===== src/sv/a429e_pkg.sv =====
// Package for the ARINC 429 data word encoder.
// Holds the widths, word constants, action and state codes and the parity helper.
// No dependencies.
`timescale 1ns / 1ps
`default_nettype none

package a429e_pkg;

  localparam int FRAC_BITS  = 16;
  localparam int MAX_DIGITS = 8;

  localparam int VAL_W      = 32;
  localparam int PROD_W     = 2 * VAL_W;
  localparam int WORD_W     = 24;
  localparam int FIELD_W    = 4 * MAX_DIGITS;
  localparam int CNT_W      = $clog2(MAX_DIGITS + 1);
  localparam int IDX_W      = $clog2(MAX_DIGITS);
  localparam int TOTAL_W    = 5;
  localparam int SCALE_SH   = FRAC_BITS + 16;
  localparam int RECIP_SH   = 35;

  localparam logic [WORD_W-1:0] BNR_MARK = 24'h600000;
  localparam logic [WORD_W-1:0] BCD_MASK = 24'h1FFFFC;
  localparam logic [VAL_W-1:0]  DEG_RECIP = 32'd95443927;
  localparam logic [VAL_W-1:0]  RECIP10   = 32'hCCCCCCCD;
  localparam logic [3:0]        NIBBLE    = 4'hF;

  typedef enum logic [1:0] {
    ACT_BNR  = 2'd0,
    ACT_DEG  = 2'd1,
    ACT_BCD6 = 2'd2,
    ACT_BCD2 = 2'd3
  } action_e;

  typedef enum logic [4:0] {
    S_IDLE  = 5'b00001,
    S_MUL   = 5'b00010,
    S_SCALE = 5'b00100,
    S_DIGIT = 5'b01000,
    S_DONE  = 5'b10000
  } state_e;

  // Scale factor for the first pass through the multiplier; the product is
  // always taken from bit SCALE_SH upward.
  function automatic logic [VAL_W-1:0] scale_factor(input action_e act, input logic [1:0] fd);
    logic [VAL_W-1:0] p10;
    begin
      case (fd)
        2'd0:    p10 = 32'd1;
        2'd1:    p10 = 32'd10;
        2'd2:    p10 = 32'd100;
        2'd3:    p10 = 32'd1000;
        default: p10 = 32'd1;
      endcase
      case (act)
        ACT_DEG: scale_factor = DEG_RECIP;
        ACT_BNR: scale_factor = 32'd1 << 16;
        default: scale_factor = p10 << 16;
      endcase
    end
  endfunction

  // Set bit 23 when label plus word bits 22..0 hold an even number of ones.
  function automatic logic [WORD_W-1:0] add_parity(input logic [WORD_W-1:0] w,
                                                   input logic [7:0] lbl);
    logic even;
    begin
      even = ~(^{lbl, w[WORD_W-2:0]});
      add_parity = {w[WORD_W-1] | even, w[WORD_W-2:0]};
    end
  endfunction

endpackage

`default_nettype wire


===== src/sv/a429e_mul.sv =====
// Shared unsigned multiplier with registered product.
// Depends on a429e_pkg for operand and product widths.
`timescale 1ns / 1ps
`default_nettype none

module a429e_mul (
  input  wire logic                             clk_i,
  input  wire logic [a429e_pkg::VAL_W-1:0]      a_i,
  input  wire logic [a429e_pkg::VAL_W-1:0]      b_i,
  output      logic [a429e_pkg::PROD_W-1:0]     p_o
);

  logic [a429e_pkg::PROD_W-1:0] p_q;

  always_ff @(posedge clk_i) begin
    p_q <= a_i * b_i;
  end

  assign p_o = p_q;

endmodule

`default_nettype wire


===== src/sv/arinc429_data_word_encoder_top.sv =====
// Top level of the ARINC 429 data word encoder: sequencer, digit datapath, output register.
// Depends on a429e_pkg and a429e_mul.
`timescale 1ns / 1ps
`default_nettype none

// An item is taken when start is high and busy is low; busy then stays high
// until the word is out. The encoded word appears on arinc_word_o for one
// cycle with done_o high, and there is no way to hold it off. All work goes
// through one registered multiplier: a scaling pass, then for BCD one digit
// per cycle (multiply by the reciprocal of ten). After the accepting edge an
// item passes through S_MUL, S_SCALE, for BCD one S_DIGIT step per digit
// (n digits, 1..8), and S_DONE, which registers the word and the strobe; a
// new item can be taken at the edge that ends the strobe cycle, not before.
module arinc429_data_word_encoder_top (
  input  wire logic        clk_i,
  input  wire logic        rst_ni,
  input  wire logic        start,
  output      logic        busy,
  input  wire logic [1:0]  action_i,
  input  wire logic signed [31:0] value_fixed_i,
  input  wire logic [3:0]  int_digits_i,
  input  wire logic [1:0]  frac_digits_i,
  input  wire logic [7:0]  label_i,
  output      logic [23:0] arinc_word_o,
  output      logic        done_o
);

  localparam int VAL_W   = a429e_pkg::VAL_W;
  localparam int PROD_W  = a429e_pkg::PROD_W;
  localparam int WORD_W  = a429e_pkg::WORD_W;
  localparam int FIELD_W = a429e_pkg::FIELD_W;
  localparam int CNT_W   = a429e_pkg::CNT_W;
  localparam int IDX_W   = a429e_pkg::IDX_W;
  localparam int TOTAL_W = a429e_pkg::TOTAL_W;

  a429e_pkg::state_e  state_q, state_d;
  a429e_pkg::action_e act_q;
  logic               done_q, done_d;
  logic [CNT_W-1:0]   cnt_q, cnt_d;
  logic [IDX_W-1:0]   idx_q, idx_d;

  logic [VAL_W-1:0]   mag_q, mag_d;
  logic [VAL_W-1:0]   k_q, k_d;
  logic [VAL_W-1:0]   work_q, work_d;
  logic [FIELD_W-1:0] field_q, field_d;
  logic               neg_q, neg_d;
  logic [7:0]         label_q, label_d;
  logic [WORD_W-1:0]  word_q, word_d;

  logic [VAL_W-1:0]   mul_a, mul_b;
  logic [PROD_W-1:0]  prod;
  logic [VAL_W-1:0]   scaled, quot, times10, bnr_t;
  logic [3:0]         digit, nib;
  logic [TOTAL_W-1:0] total;
  logic [CNT_W-1:0]   count;
  logic [VAL_W-1:0]   raw;
  logic [WORD_W-1:0]  pre_word;
  logic               accept;

  a429e_mul u_mul (
    .clk_i (clk_i),
    .a_i   (mul_a),
    .b_i   (mul_b),
    .p_o   (prod)
  );

  assign raw     = value_fixed_i;
  assign accept  = start && !busy;
  assign scaled  = prod[a429e_pkg::SCALE_SH +: VAL_W];
  assign quot    = VAL_W'(prod >> a429e_pkg::RECIP_SH);
  assign times10 = (quot << 3) + (quot << 1);
  assign digit   = 4'(work_q - times10);
  assign nib     = neg_q ? (4'(4'd0 - digit) & a429e_pkg::NIBBLE) : digit;
  assign total   = TOTAL_W'(int_digits_i) + TOTAL_W'(frac_digits_i);
  assign bnr_t   = neg_q ? (VAL_W'(0) - work_q) : work_q;

  always_comb begin
    if (total == '0) begin
      count = CNT_W'(1);
    end else if (total > TOTAL_W'(a429e_pkg::MAX_DIGITS)) begin
      count = CNT_W'(a429e_pkg::MAX_DIGITS);
    end else begin
      count = CNT_W'(total);
    end
  end

  always_comb begin
    case (act_q)
      a429e_pkg::ACT_BNR,
      a429e_pkg::ACT_DEG:  pre_word = {bnr_t[WORD_W-3:0], 2'b00} | a429e_pkg::BNR_MARK;
      a429e_pkg::ACT_BCD6: pre_word = WORD_W'(field_q << 6) & a429e_pkg::BCD_MASK;
      a429e_pkg::ACT_BCD2: pre_word = WORD_W'(field_q << 2) & a429e_pkg::BCD_MASK;
      default:             pre_word = '0;
    endcase
  end

  always_comb begin
    state_d = state_q;
    done_d  = 1'b0;
    cnt_d   = cnt_q;
    idx_d   = idx_q;
    mag_d   = mag_q;
    k_d     = k_q;
    work_d  = work_q;
    field_d = field_q;
    neg_d   = neg_q;
    label_d = label_q;
    word_d  = word_q;
    mul_a   = mag_q;
    mul_b   = k_q;
    case (state_q)
      a429e_pkg::S_IDLE: begin
        if (accept) begin
          neg_d   = raw[VAL_W-1];
          mag_d   = raw[VAL_W-1] ? (~raw + VAL_W'(1)) : raw;
          k_d     = a429e_pkg::scale_factor(a429e_pkg::action_e'(action_i), frac_digits_i);
          label_d = label_i;
          cnt_d   = count;
          idx_d   = '0;
          field_d = '0;
          state_d = a429e_pkg::S_MUL;
        end
      end
      a429e_pkg::S_MUL: begin
        state_d = a429e_pkg::S_SCALE;
      end
      a429e_pkg::S_SCALE: begin
        work_d = scaled;
        mul_a  = scaled;
        mul_b  = a429e_pkg::RECIP10;
        if (act_q == a429e_pkg::ACT_BNR || act_q == a429e_pkg::ACT_DEG) begin
          state_d = a429e_pkg::S_DONE;
        end else begin
          state_d = a429e_pkg::S_DIGIT;
        end
      end
      a429e_pkg::S_DIGIT: begin
        field_d = field_q | (FIELD_W'(nib) << {idx_q, 2'b00});
        work_d  = quot;
        mul_a   = quot;
        mul_b   = a429e_pkg::RECIP10;
        idx_d   = idx_q + IDX_W'(1);
        cnt_d   = cnt_q - CNT_W'(1);
        if (cnt_q == CNT_W'(1)) begin
          state_d = a429e_pkg::S_DONE;
        end
      end
      a429e_pkg::S_DONE: begin
        word_d  = a429e_pkg::add_parity(pre_word, label_q);
        done_d  = 1'b1;
        state_d = a429e_pkg::S_IDLE;
      end
      default: begin
        state_d = a429e_pkg::S_IDLE;
      end
    endcase
  end

  always_ff @(posedge clk_i or negedge rst_ni) begin
    if (!rst_ni) begin
      state_q <= a429e_pkg::S_IDLE;
      done_q  <= 1'b0;
      cnt_q   <= '0;
      idx_q   <= '0;
    end else begin
      state_q <= state_d;
      done_q  <= done_d;
      cnt_q   <= cnt_d;
      idx_q   <= idx_d;
    end
  end

  always_ff @(posedge clk_i) begin
    if (accept) begin
      act_q <= a429e_pkg::action_e'(action_i);
    end
    mag_q   <= mag_d;
    k_q     <= k_d;
    work_q  <= work_d;
    field_q <= field_d;
    neg_q   <= neg_d;
    label_q <= label_d;
    word_q  <= word_d;
  end

  assign busy         = (state_q != a429e_pkg::S_IDLE);
  assign done_o       = done_q;
  assign arinc_word_o = word_q;

  a_start_busy: assert property (@(posedge clk_i) disable iff (!rst_ni)
    accept |=> busy)
    else $error("accepted item did not raise busy");

  a_done_from_finish: assert property (@(posedge clk_i) disable iff (!rst_ni)
    done_q |-> $past(state_q == a429e_pkg::S_DONE))
    else $error("result strobe without finishing step");

  a_digit_count: assert property (@(posedge clk_i) disable iff (!rst_ni)
    (state_q == a429e_pkg::S_DIGIT) |-> (cnt_q != '0))
    else $error("digit step with no digits left");

  a_done_idle: assert property (@(posedge clk_i) disable iff (!rst_ni)
    done_q |-> !busy)
    else $error("result strobe while busy");

endmodule

`default_nettype wire


===== config.mk =====
export PLATFORM = sky130hd
export DESIGN_NAME = arinc429_data_word_encoder_top
export DESIGN_NICKNAME = d
export VERILOG_FILES = /design/src/sv/a429e_pkg.sv /design/src/sv/a429e_mul.sv /design/src/sv/arinc429_data_word_encoder_top.sv
export SDC_FILE = /design/constraint.sdc
export NUM_CORES = 2
export LEC_CHECK = 0
export BUFFER_PORTS_ARGS = -buffer_cell sky130_fd_sc_hd__buf_2
export CAP_MARGIN = 40
export CORE_MARGIN = 4
export CORE_UTILIZATION = 60
export CTS_CLUSTER_SIZE = 16
export DETAILED_ROUTE_END_ITERATION = 10
export GPL_ROUTABILITY_DRIVEN = 1
export PLACE_DENSITY_LB_ADDON = 0.05
export SYNTH_ARGS = -nofsm -noshare
export SYNTH_HDL_FRONTEND = slang
export SYNTH_SLANG_ARGS = --single-unit
export TNS_END_PERCENT = 30

===== constraint.sdc =====
create_clock -name clk_i -period 14.6 [get_ports clk_i]
set_input_delay 1.46 -clock clk_i [delete_from_list [all_inputs] [get_ports clk_i]]
set_output_delay 1.46 -clock clk_i [all_outputs]
set_load 0.05 [all_outputs]

==> results by group <==
Synthesis
  – Post-Syn Area: 0.03504 mm^2
  – Async SR Flop Fraction: 0.08176
  – Post-Syn Instances: 3581
  – Post-synthesis register bit count: 159
  – Syn avg cell area: 9.786 um^2
  – Yosys warnings: 0
  – Ys flop type: edfxtp_1
  – Number of distinct library cells after synthesis: 71
  – Register area share after synthesis: 0.1253
  – Post-synth EDFFs: 114

Setup path
  – CP most frequent cell: fa_1
  – Worst Reg-to-Reg Cells: 29
  – Crit start category: register
  – CP endpoint kind: register
  – CP Data Arrival Time: 11.25 ns
  – Stages on worst setup path: 29
  – CP max stage cell: fa_1
  – Critical Path Max Stage Delay: 0.67 ns
  – Flop2flop setup slack: around 3.7 ns
  – WP buf/inv: 5
  – FF-to-FF End: u_mul.p_o[57]$_DFF_P_
  – Largest delay contributor family on the critical path: adder cells
  – Worst Setup EP: u_mul.p_o[57]$_DFF_P_
  – Worst-path fanout max: 50
  – CP Launch Point: state_q[1]$_DFFE_PN0P_
  – Crit path required time: 14.97 ns
  – Reg2reg start: state_q[1]$_DFFE_PN0P_
  – Crit path kind: register to register

CTS
  – CTS tree: built
  – Clock-pin slew on the worst setup and hold paths: 0.07 ns
  – Worst skew pair latency: 0.43 ns
  – Post-CTS Hold Buffers: 0
  – TritonCTS Buffers: 17
  – CTS Buffer Depth: 2
  – Post-CTS Resized: 0
  – Clk sink count: 159
  – CTS Root Cell: clkbuf_16
  – H-tree depth: 4
  – Setup Buffers After CTS: 0

Routing
  – Via density: about 5.9
  – Routed wire length: 119000 um
  – DR vias: 26040
  – Post-route ant nets: 0
  – First-pass DRT Iterations: 6
  – Residual DRC: 0
  – DR iter-0 viols: between 2000 and 3000
  – WL/cell: about 27 um

Finish
  – Layout cell share with drive strength beyond 1: 0.04909
  – Post-Route Utilization: 0.6405
  – P&R area growth vs syn: 5.645%
  – Commonest non-fill, non-tap cell in the layout: inv_1
  – Commonest cells after routing, fill and taps aside: inv_1, fa_1, nand2_1
  – Nets: 4834
  – Non-filler cells, final: 4413

GRT
  – First-pass GRT wire length: 178400 um
  – Tot GR Track Use: 0.3881
  – Vias in the first global route: 27910
  – Antenna violations before repair: 5
  – Largest net degree at the start of global routing: 64
  – GRT overflow: 0

Floorplanning
  – Chip Width: between 200 and 250 um
  – # IOs: 77
  – CORE AREA: 0.05781 mm^2
  – Initial Util: 0.6062
  – Rows: roughly 90
  – Die area: 0.06234 mm^2
  – Die height: 249.7 um

Timing
  – Tmin final: 10.88 ns
  – Final Skew: 0.01269 ns
  – Setup total negative slack: 0 ns
  – Pins Over Slew Limit: 0
  – Endpoints failing hold: 0
  – Rel. slew slack: 0.3506
  – Final cycle utilization of the critical path: 0.7452
  – PnR worst setup slack: 3.720 ns
  – Fmax: 0.09191 GHz
  – Final Setup Violations: 0
  – Slew @ Worst Pin: 0.9651 ns
  – RSZ-0062 raised after global routing: no

Min path
  – Worst Hold Class: register to register

Job
  – Max cap viols: 0

Status
  – Status: complete, no violations

Placed design
  – HPWL after DPL: 104000 um
  – # port buffers: 74
  – Inst Count DP: 4379
  – GPL Wtd Cong: between 1 and 1.5
  – Setup WS pre-CTS: roughly 4.0 ns
## logic make-up after synthesis
kind of cell,synth area share
simple gates,0.09840
flops,0.1253
xor+xnor,0.02981
buf+inv,0.1113
compound gates,0.05959
other cells,0.0001070
mux,0.002321
fa+ha+maj,0.5732
## how the worst min path moves through the flow
stage                                    start                    to  slack, ns  depth (start not counted)
after floorplan           cnt_q[2]$_DFFE_PN0P_  cnt_q[2]$_DFFE_PN0P_       0.47                          1
after global placement    cnt_q[2]$_DFFE_PN0P_  cnt_q[2]$_DFFE_PN0P_       0.49                          1
after detailed placement  cnt_q[2]$_DFFE_PN0P_  cnt_q[2]$_DFFE_PN0P_       0.52                          1
after CTS                 cnt_q[2]$_DFFE_PN0P_  cnt_q[2]$_DFFE_PN0P_       0.53                          1
after global routing      cnt_q[1]$_DFFE_PN0P_  cnt_q[1]$_DFFE_PN0P_       0.55                          2
final                     cnt_q[2]$_DFFE_PN0P_  cnt_q[2]$_DFFE_PN0P_       0.54                          1
## final cells by class
cell class	instances	area, um^2
sequential	159	4390
timing repair buffer	121	763.2
fill	4851	20780
tap	765	957.2
clock buffer	19	464.2
inverter	946	3551
antenna	2	5.005
multi-input combinational	2388	26790
clock inverter	13	102.6
## layer usage
layer	wire length, um	GRT usage	vias up
li1	-	-	11030
met1	43310	0.5003	13140
met2	54010	0.6082	1459
met3	11700	0.08160	407
met4	9940	0.2353	2
met5	11	0	-
## stage by stage
stage / area (um^2) / hold slack [ns]
after floorplan: 35050 / 0.4737
after global placement: 36330 / 0.4925
after detailed placement: 36450 / 0.5207
after CTS: 37020 / 0.5304
after global routing: 37020 / 0.5524
final: 37020 / 0.5409
## sequential cells by signal, summed over array words and instances, names as in the netlist
name	cells
neg_q	1
k_q	9
done_o	1
label_q	8
work_q	22
cnt_q	4
field_q	19
act_q	2
mag_q	32
idx_q	3
u_mul.p_o	32
state_q	5
arinc_word_o	21
## synth_stat cells, drive strengths merged (4+ instances only)
library cell | count | area (um^2)
o21ai | 67 | 335.3
clkbuf | 72 | 270.3
and2 | 16 | 100.1
o221ai | 6 | 52.55
edfxtp | 114 | 3423
dfrtp | 12 | 300.3
nor3 | 12 | 60.06
a21o | 35 | 262.8
inv | 946 | 3551
xnor2 | 79 | 691.9
o211ai | 6 | 45.04
nand3 | 23 | 120.1
a211oi | 16 | 120.1
nand2 | 406 | 1524
o21a | 10 | 75.07
xnor3 | 4 | 90.09
or2 | 8 | 50.05
o41ai | 5 | 43.79
nand4 | 15 | 93.84
nand2b | 12 | 75.07
a22o | 7 | 61.31
ha | 391 | 4892
a221oi | 6 | 52.55
nor3b | 6 | 45.04
nor4 | 4 | 25.02
or3 | 11 | 73.82
nor2 | 194 | 738.2
o31ai | 11 | 96.34
buf | 17 | 78.83
a22oi | 10 | 75.07
a31oi | 5 | 31.28
nor2b | 19 | 118.9
xor2 | 30 | 262.8
o21bai | 9 | 67.56
and3 | 31 | 193.9
and4 | 4 | 35.03
or4 | 13 | 108.9
a21oi | 117 | 585.6
mux2i | 7 | 70.07
dfxtp | 32 | 640.6
fa | 759 | 15190
Power is left out: the tool's default activity adds up to more than one toggle a clock period on the data nets, which glitch-free logic cannot reach.
